`src/rtl/core/tlbc_pkg.sv`:
```
package tlbc_pkg;

  // field widths of one request and one result
  localparam int PAGE_BITS  = 20;
  localparam int FRAME_BITS = 20;

  // entries_in_use register
  localparam int              CFG_W     = 5;
  localparam logic [CFG_W-1:0] CFG_RESET = 5'd16;

  // request: page to translate and the frame from the table walk
  typedef struct packed {
    logic [PAGE_BITS-1:0]  virtual_page;
    logic [FRAME_BITS-1:0] walk_frame;
  } tlbc_req_t;

  // result: translated frame and hit flag
  typedef struct packed {
    logic [FRAME_BITS-1:0] frame;
    logic                  hit;
  } tlbc_rsp_t;

  // one stored translation
  typedef struct packed {
    logic [PAGE_BITS-1:0]  page;
    logic [FRAME_BITS-1:0] frame;
  } tlbc_entry_t;

  // sequencer states
  typedef enum logic [1:0] {
    ST_IDLE,
    ST_SEARCH,
    ST_SWEEP,
    ST_WRITE
  } tlbc_state_e;

endpackage

```
`src/rtl/core/tlbc_ram.sv`:
```
module tlbc_ram #(
  parameter int WIDTH = 40,
  parameter int DEPTH = 16
) (
  input  logic                     clk_i,
  input  logic                     we_i,
  input  logic [$clog2(DEPTH)-1:0] waddr_i,
  input  logic [WIDTH-1:0]         wdata_i,
  input  logic [$clog2(DEPTH)-1:0] raddr_i,
  output logic [WIDTH-1:0]         rdata_o
);

  logic [WIDTH-1:0] mem [DEPTH];
  logic [WIDTH-1:0] rdata_q;

  // single write port
  always_ff @(posedge clk_i) begin
    if (we_i) begin
      mem[waddr_i] <= wdata_i;
    end
  end

  // registered read port
  always_ff @(posedge clk_i) begin
    rdata_q <= mem[raddr_i];
  end

  assign rdata_o = rdata_q;

endmodule

```
`src/rtl/core/tlbc_ctrl.sv`:
```
module tlbc_ctrl import tlbc_pkg::*; #(
  parameter int TLB_DEPTH = 16
) (
  input  logic                           clk_i,
  input  logic                           rst_ni,
  input  logic                           start,
  output logic                           busy,
  input  tlbc_req_t                      req_i,
  input  logic [$clog2(TLB_DEPTH+1)-1:0] n_i,
  output logic                           done_o,
  output tlbc_rsp_t                      rsp_o,
  output logic                           ram_we_o,
  output logic [$clog2(TLB_DEPTH)-1:0]   ram_waddr_o,
  output tlbc_entry_t                    ram_wdata_o,
  output logic [$clog2(TLB_DEPTH)-1:0]   ram_raddr_o,
  input  tlbc_entry_t                    ram_rdata_i
);

  localparam int IDX_W = $clog2(TLB_DEPTH);
  localparam int CNT_W = $clog2(TLB_DEPTH+1);

  tlbc_state_e            state_q, state_d;
  logic [IDX_W-1:0]       chk_q, chk_d;
  logic [IDX_W-1:0]       hand_q, hand_d;
  logic [IDX_W-1:0]       slot_q, slot_d;
  logic                   free_q, free_d;
  logic [TLB_DEPTH-1:0]   valid_q, valid_d;
  logic [TLB_DEPTH-1:0]   used_q, used_d;
  logic                   done_q, done_d;
  tlbc_req_t              req_q, req_d;
  tlbc_rsp_t              rsp_q, rsp_d;
  logic                   hit_now;
  logic                   chk_last;
  logic                   hand_last;

  // compare of the entry whose data the ram returns this cycle
  assign hit_now   = valid_q[chk_q] && (ram_rdata_i.page == req_q.virtual_page);
  assign chk_last  = (CNT_W'(chk_q) + CNT_W'(1)) == n_i;
  assign hand_last = (CNT_W'(hand_q) + CNT_W'(1)) == n_i;

  // sequencer: search one entry a cycle; on a miss, sweep the hand if no entry is free, then fill
  always_comb begin
    state_d     = state_q;
    chk_d       = chk_q;
    hand_d      = hand_q;
    slot_d      = slot_q;
    free_d      = free_q;
    valid_d     = valid_q;
    used_d      = used_q;
    req_d       = req_q;
    rsp_d       = rsp_q;
    done_d      = 1'b0;
    ram_we_o    = 1'b0;
    ram_raddr_o = chk_q + IDX_W'(1);
    case (state_q)
      ST_IDLE: begin
        ram_raddr_o = '0;
        if (start) begin
          req_d   = req_i;
          chk_d   = '0;
          free_d  = 1'b0;
          state_d = ST_SEARCH;
        end
      end
      ST_SEARCH: begin
        if (hit_now) begin
          used_d[chk_q] = 1'b1;
          rsp_d.frame   = ram_rdata_i.frame;
          rsp_d.hit     = 1'b1;
          done_d        = 1'b1;
          state_d       = ST_IDLE;
        end else begin
          // last invalid entry seen is the highest-indexed one
          if (!valid_q[chk_q]) begin
            free_d = 1'b1;
            slot_d = chk_q;
          end
          if (chk_last) begin
            if (free_d) begin
              state_d = ST_WRITE;
            end else begin
              // hand left beyond a lowered entry count wraps to zero
              if (CNT_W'(hand_q) >= n_i) begin
                hand_d = '0;
              end
              state_d = ST_SWEEP;
            end
          end else begin
            chk_d = chk_q + IDX_W'(1);
          end
        end
      end
      ST_SWEEP: begin
        if (used_q[hand_q]) begin
          used_d[hand_q] = 1'b0;
          hand_d         = hand_last ? '0 : hand_q + IDX_W'(1);
        end else begin
          slot_d  = hand_q;
          state_d = ST_WRITE;
        end
      end
      ST_WRITE: begin
        ram_we_o        = 1'b1;
        valid_d[slot_q] = 1'b1;
        used_d[slot_q]  = 1'b1;
        rsp_d.frame     = req_q.walk_frame;
        rsp_d.hit       = 1'b0;
        done_d          = 1'b1;
        state_d         = ST_IDLE;
      end
      default: begin
        state_d = ST_IDLE;
      end
    endcase
  end

  // control state
  always_ff @(posedge clk_i or negedge rst_ni) begin
    if (!rst_ni) begin
      state_q <= ST_IDLE;
      chk_q   <= '0;
      hand_q  <= '0;
      slot_q  <= '0;
      free_q  <= 1'b0;
      valid_q <= '0;
      used_q  <= '0;
      done_q  <= 1'b0;
    end else begin
      state_q <= state_d;
      chk_q   <= chk_d;
      hand_q  <= hand_d;
      slot_q  <= slot_d;
      free_q  <= free_d;
      valid_q <= valid_d;
      used_q  <= used_d;
      done_q  <= done_d;
    end
  end

  // request and result payload
  always_ff @(posedge clk_i) begin
    req_q <= req_d;
    rsp_q <= rsp_d;
  end

  assign busy                  = (state_q != ST_IDLE);
  assign done_o                = done_q;
  assign rsp_o                 = rsp_q;
  assign ram_waddr_o           = slot_q;
  assign ram_wdata_o.page      = req_q.virtual_page;
  assign ram_wdata_o.frame     = req_q.walk_frame;

  // result strobe follows a working state and coincides with the return to idle
  assert property (@(posedge clk_i) disable iff (!rst_ni)
    done_q |-> ($past(state_q) != ST_IDLE) && !busy)
    else $error("result strobe outside a finished request");

  // a filled entry is valid and used afterwards
  assert property (@(posedge clk_i) disable iff (!rst_ni)
    (state_q == ST_WRITE) |=> valid_q[$past(slot_q)] && used_q[$past(slot_q)])
    else $error("filled entry not marked valid and used");

  // the hand stays inside the active entries while sweeping
  assert property (@(posedge clk_i) disable iff (!rst_ni)
    (state_q == ST_SWEEP) |-> (CNT_W'(hand_q) < n_i))
    else $error("clock hand beyond active entries");

  // the sweep only starts when every active entry is valid
  assert property (@(posedge clk_i) disable iff (!rst_ni)
    (state_q == ST_SWEEP) |-> !free_q)
    else $error("sweep started with a free entry");

endmodule

```
`src/rtl/core/tlb_clock_replacement.sv`:
```
// fully associative tlb with clock replacement, one request at a time
// with n active entries: a hit strobes once the search reaches its entry, a miss with a free
// entry fills it, and a miss that sweeps clears used bits (at most n) before the fill
// throughput: busy until the result; the next request is taken in the strobe cycle
// the result strobe lasts one cycle and the receiver cannot stall it
// reset: all entries invalid, hand at entry 0, entries_in_use 16, no clearing pass
module tlb_clock_replacement import tlbc_pkg::*; #(
  parameter int TLB_DEPTH = 16
) (
  input  logic             clk_i,
  input  logic             rst_ni,
  input  logic             start,
  output logic             busy,
  input  tlbc_req_t        req_i,
  input  logic             cfg_we_i,
  input  logic [CFG_W-1:0] cfg_wdata_i,
  output logic             done_o,
  output tlbc_rsp_t        rsp_o
);

  localparam int IDX_W = $clog2(TLB_DEPTH);
  localparam int CNT_W = $clog2(TLB_DEPTH+1);

  logic [CFG_W-1:0] cfg_q;
  logic [CNT_W-1:0] n_active;
  logic             ram_we;
  logic [IDX_W-1:0] ram_waddr;
  logic [IDX_W-1:0] ram_raddr;
  tlbc_entry_t      ram_wdata;
  tlbc_entry_t      ram_rdata;

  // entries_in_use register
  always_ff @(posedge clk_i or negedge rst_ni) begin
    if (!rst_ni) begin
      cfg_q <= CFG_RESET;
    end else if (cfg_we_i) begin
      cfg_q <= cfg_wdata_i;
    end
  end

  // zero counts as one, values above the depth count as the depth
  always_comb begin
    if (cfg_q == '0) begin
      n_active = CNT_W'(1);
    end else if (int'(cfg_q) > TLB_DEPTH) begin
      n_active = CNT_W'(TLB_DEPTH);
    end else begin
      n_active = CNT_W'(cfg_q);
    end
  end

  // page and frame storage
  tlbc_ram #(
    .WIDTH ($bits(tlbc_entry_t)),
    .DEPTH (TLB_DEPTH)
  ) u_ram (
    .clk_i   (clk_i),
    .we_i    (ram_we),
    .waddr_i (ram_waddr),
    .wdata_i (ram_wdata),
    .raddr_i (ram_raddr),
    .rdata_o (ram_rdata)
  );

  // search, sweep and fill sequencer
  tlbc_ctrl #(
    .TLB_DEPTH (TLB_DEPTH)
  ) u_ctrl (
    .clk_i       (clk_i),
    .rst_ni      (rst_ni),
    .start       (start),
    .busy        (busy),
    .req_i       (req_i),
    .n_i         (n_active),
    .done_o      (done_o),
    .rsp_o       (rsp_o),
    .ram_we_o    (ram_we),
    .ram_waddr_o (ram_waddr),
    .ram_wdata_o (ram_wdata),
    .ram_raddr_o (ram_raddr),
    .ram_rdata_i (ram_rdata)
  );

endmodule

```
`config.mk`:
```
export PLATFORM = sky130hd
export DESIGN_NAME = tlb_clock_replacement
export DESIGN_NICKNAME = d
export VERILOG_FILES = /design/src/rtl/core/tlbc_pkg.sv /design/src/rtl/core/tlbc_ram.sv /design/src/rtl/core/tlbc_ctrl.sv /design/src/rtl/core/tlb_clock_replacement.sv
export SDC_FILE = /design/constraint.sdc
export NUM_CORES = 1
export LEC_CHECK = 0
export ABC_AREA = 1
export BUFFER_PORTS_ARGS = -buffer_cell sky130_fd_sc_hd__buf_2
export CAP_MARGIN = 20
export CORE_UTILIZATION = 45
export CTS_BUF_LIST = sky130_fd_sc_hd__clkbuf_8
export DETAILED_ROUTE_END_ITERATION = 10
export PLACE_DENSITY = 0.7
export SLEW_MARGIN = 20
export SYNTH_ARGS = -nofsm -noshare
export SYNTH_HDL_FRONTEND = slang
export SYNTH_HIERARCHICAL = 1
export SYNTH_SLANG_ARGS = --single-unit
```
`constraint.sdc`:
```
create_clock -name clk_i -period 9.2 [get_ports clk_i]
set_input_delay 0.92 -clock clk_i [delete_from_list [all_inputs] [get_ports clk_i]]
set_output_delay 0.92 -clock clk_i [all_outputs]
set_load 0.01 [all_outputs]
```
# After elaboration in Yosys (flattened, before gate mapping)
# Memory sizes are Yosys's and may differ from the RTL's. A register that Yosys moved wholly into a read port is not among the register bits.
# Index checks and enable logic that the tools add are counted.
# classes
add_sub_neg	4
order_cmp	8
eq_ne	17
n_mux	50
bitwise	5
n_reduce_logical	19
# ops
op	count
$mux 4	13
$or 16x16->16	3
$pmux 16 s3	1
$pmux 21 s2	1
$mux 16	2
$pmux 4 s2	3
$mux 21	1
$eq 20x20->1	1
$and 16x16->16	1
$not 16->16	1
$lt 4x5->1 const B	3
$mux 1	15
$demux 1 s4	3
$ge 4x1->1 const B	3
$ne 2x2->1 const B	6
$add 4x1->5 const B	2
$eq 5x5->1	2
$mux 5	2
$reduce_and 3->1	3
$add 4x1->4 const B	2
$bmux 1 s4	2
$mux 2	4
$ne 2x1->1 const B	4
$pmux 2 s4	1
14 further kinds	24
# word_totals
register_bits	114
mem_bits_rw	640
output_inout_bits	23
memories	1
# mem_list
memory	words	word_bits	rd	rd_clocked_by_memory_dff	wr	line	source
u_ram.mem	16	40	1	1	1	tlbc_ram.sv:13	logic [WIDTH-1:0] mem [DEPTH];

# Longest topological paths before layout
# logic_depth
depth_word	9
mapped_depth	17

# Modules after synthesis
# The synthesis kept the hierarchy.
# modules_own_cells
mod	n_inst	cells_each	area_per_inst_um2	seq_area_each_um2
tlbc_ram	1	2644	28278.4	20019.2
tlbc_ctrl	1	704	5810.6	3032.9
tlb_clock_replacement	1	30	244.0	126.4

# Least setup slack after synthesis
# No wires, ideal clock.
# synth_timing
kind	flip-flop to flip-flop
startpoint	reg (tool-made name)
endpoint	mem u_ram.mem[0][0], enable pin
setup_ps	438
arrival_time_ps	3015
path_slack_ps	5747
path_stages_with_launch	7
n_path_buf	2
cell_sequence	dfrtp_1 > nand2_1 > buf_2 > inv_1 > clkbuf_1 > nand3_1 > nor2_1
# synth_rtl
element	line
to (decl)	tlbc_ram.sv:13

# Worst setup path in the final report
# layout_timing
startpoint	reg u_ctrl.chk_q[0]
endpoint	reg u_ram.rdata_q[22] (netlist: u_ram/rdata_o[22]), read port of u_ram.mem
# layout_via
elab_chain_len	2
# layout_rtl
element	line	source
from (decl)	tlbc_ctrl.sv:23	logic [IDX_W-1:0] chk_q, chk_d;
from (signal assigned)	tlbc_ctrl.sv:130	chk_q <= chk_d;
$add 4x1->4	tlbc_ctrl.sv:54	ram_raddr_o = chk_q + IDX_W'(1);
$mux 4	tlbc_ctrl.sv:55	case (state_q)
via ram_raddr[1]	tlb_clock_replacement.sv:28	logic [IDX_W-1:0] ram_raddr;
to (decl)	tlbc_ram.sv:14	logic [WIDTH-1:0] rdata_q;
# The timed path passes the listed nets, and every way through them passes these cells.
# A chain may end at the register's enable or synchronous reset.

==> impl_metrics.tcl <==
set metrics [dict create \
    wl_per_cell_microns 17.8 \
    portBuffers 71 \
    syn-mean-instance-area_sq_um 10.2 \
    cts_root_buf "clkbuf_8" \
    clkTransAtPathRegs_ps 70 \
    synth_area_leader_cell "edfxtp_1" \
    max_slew_margin_pct 20.8 \
    vias 22863 \
    worst_pin_slew_ps 1190 \
    ys_seq_elements 794 \
    use_met1_pct 28.0 \
    worst-path-buf-inv 4 \
    finalCriticalPeriod_ps 3700 \
    synth_top_cells_by_area "edfxtp_1, nand2_1, nand3_1" \
    cts_tree "yes" \
    grt.busiest_layer "met2" \
    grt_overflow 0 \
    r2r_cells 10 \
    cpMostUsedCell "nand3_1" \
    setup_viol 0 \
    grt_max_degree 232 \
    async_reset_ff_share_pct 6.68 \
    drc 0 \
    hold_violations 0 \
    maxCapViolCount 0 \
    crit_start "u_ctrl/chk_q[0]" \
    viasPerCell 5.05 \
    synthesis.nets 3439 \
    place_congestion 0.829 \
    io_pins 72 \
    die_w_microns 278 \
    nets 3512 \
    synth_area_sq_um 34300 \
    r2r-end "u_ram/rdata_o[22]" \
    die_area_sq_um 77400 \
    crit_path_start_kind "register" \
    yosys_most_used_dff "edfxtp_1" \
    antenna_found_initial 0 \
    core_sq_um 74900 \
    numCtsBuffers 121 \
    synth_commonest_cells "nand2_1, edfxtp_1, inv_1, nand3_1, o21ai_0" \
    grt_use_met2_pct 35.0 \
    cpPeakStageDelay_ps 950 \
    area_growth_pct 10.2 \
    max_freq_ghz 0.270 \
    cp_max_fo 90 \
    gr-usage-met3_pct 3.39 \
    rsz0062_at_grt "false" \
    skew_ps 49.7 \
    irDropWorstVdd_mv 0.423 \
    n_fill_cell 6579 \
    crit_slowest_cell "buf_4" \
    postRouteAntennaNets 0 \
    drt_first_iter_violations 2185 \
    p_leak_nw 16.5 \
    r2r_setup_slack_ps 5500 \
    place_hpwl_mm 39.7 \
    cts_hold_buf 0 \
    cp-end-kind "register" \
    post_cts_buffers 0 \
    path_cells "inv_2 > ha_1 > inv_1 > nor2_4 > inv_6 > buf_4 > nand3_1 > nand3_1 > nand3_1 > nand2_1" \
    die-height_microns 278 \
    final_max_slew_viol_count 0 \
    p_per_area_nw_per_um2 290 \
    grt_pass1_vias 21892 \
    final_core_util_pct 50.5 \
    yosysUniqueCellTypes 36 \
    rows 100 \
    grt_pass1_wl_mm 125 \
    clk_latency_ps 750 \
    clk_path_buf_depth 3 \
    yosysTopAreaCellShare_pct 61.3 \
    syn_inst 3378 \
    synth_seq_area_share_pct 67.5 \
    routed_wl_mm 80.7 \
    min_period_over_period_pct 40.2 \
    r2r_start "u_ctrl/chk_q[0]" \
    tns_ps 0 \
    synth_edf_count 701 \
    layout-drive-gt1-share_pct 9.36 \
    critPathRequiredTime_ps 9870 \
    status "complete, no violations" \
    synth_warnings 6 \
    cts_sinks 794 \
    yosysMostFrequentCell "nand2_1" \
    firstDrtPassIters 6 \
    htree_levels 3 \
    cts_resized 0 \
    hold_path.class "primary input to async pin" \
    initial_core_util_pct 45.8 \
    crit_family "buffers and inverters" \
    setup.worst_path.class "register to register" \
    cp.arrival_ps 4370 \
    grt_usage_pct 21.0 \
]
## worst register-to-register path, cell delays in order (launching register included)
cell and delay (ps):
dfrtp_1 750, inv_2 240, ha_1 390, inv_1 130, nor2_4 90, inv_6 500, buf_4 1020, nand3_1 230
nand3_1 150, nand3_1 90, nand2_1 70
## sequential cells by signal (all words and copies together), names as in the netlist, named ones only
signal	count
u_ctrl/chk_q	4
u_ctrl/valid_q	16
u_ram/mem	640
u_ctrl/done_o	1
cfg_q	5
u_ctrl/free_q	1
u_ram/rdata_o	40
u_ctrl/hand_q	4
u_ctrl/state_q	1
u_ctrl/ram_waddr_o	4
u_ctrl/used_q	16
u_ctrl/rsp_o	21
u_ctrl/ram_wdata_o	40
## how the worst max path moves through the flow
stage,to,slack [ps],cells after the start
2_1_floorplan,u_ram/mem[0][0],5750,6
3_3_place_gp,u_ram/rdata_o[22],5720,10
3_5_place_dp,u_ram/rdata_o[28],5610,10
4_1_cts,u_ram/rdata_o[22],5590,10
5_1_grt,u_ram/rdata_o[25],5250,10
6_report,u_ram/rdata_o[22],5500,10
## area by class of cell
cell class	count	area, sq um	share of cell area [%]
clock inverter	86	433	1.14
tap	969	1210	3.21
clock buffer	142	1950	5.17
inverter	592	2240	5.91
sequential	794	23200	61.3
multi-input combinational	1839	8190	21.6
antenna	1	2.50	0.00662
timing repair buffer	103	621	1.64
## layer usage
metal,part of all wire (%),wire length (microns)
met5,0,0
met3,6.9,5600
met4,2.7,2180
met2,48,38500
met1,43,34400
## cells by family (layout without fill, tap and decap cells)
family                   Yosys count  count (layout)  share of synthesized area (%)
buffers and inverters            745             923                           9.10
AO/OA/AOI/OAI                    109             109                           1.82
adder cells (fa/ha/maj)           12              12                          0.437
flip-flops                       794             794                           67.5
XOR/XNOR                          15              15                          0.383
AND/OR/NAND/NOR                 1703            1703                           20.7
other                              0               1                              0
## cells in the final DEF (no fill, tap or decap), drive strengths merged
cell	netlist	final
nand2	1115	1115
edfxtp	701	701
inv	592	652
nand3	517	517
clkbuf	22	142
o21ai	106	106
buf	131	103
nor2	59	59
dfrtp	52	52
dfxtp	40	40
clkinv	0	22
ha	12	12
xnor2	11	11
nor3	8	8
xor2	4	4
clkinvlp	0	2
bufinv	0	2
nand4	2	2
diode	0	1
dfstp	1	1
or2	1	1
a31oi	1	1
nand3b	1	1
a21oi	1	1
o21bai	1	1
## power by group
part,internal [W],total (W),switching (W)
Sequential,0.00441,0.00466,0.000253
Clock,0.00146,0.00282,0.00136
Combinational,0.00103,0.00350,0.00247
## through the flow
stage	std cells	instance area, sq um	hold WS, ps	total power, W	setup slack (ps)
3_3_place_gp	4297	35400	436	0.00816	5720
3_5_place_dp	4297	35400	437	0.00822	5610
5_1_grt	4525	37800	300	0.0117	5250
2_1_floorplan	3378	34300	422	0.00743	5750
4_1_cts	4525	37800	296	0.0110	5590
6_report	4526	37800	328	0.0110	5500
Note: power is estimated with default switching activity, not from simulation.
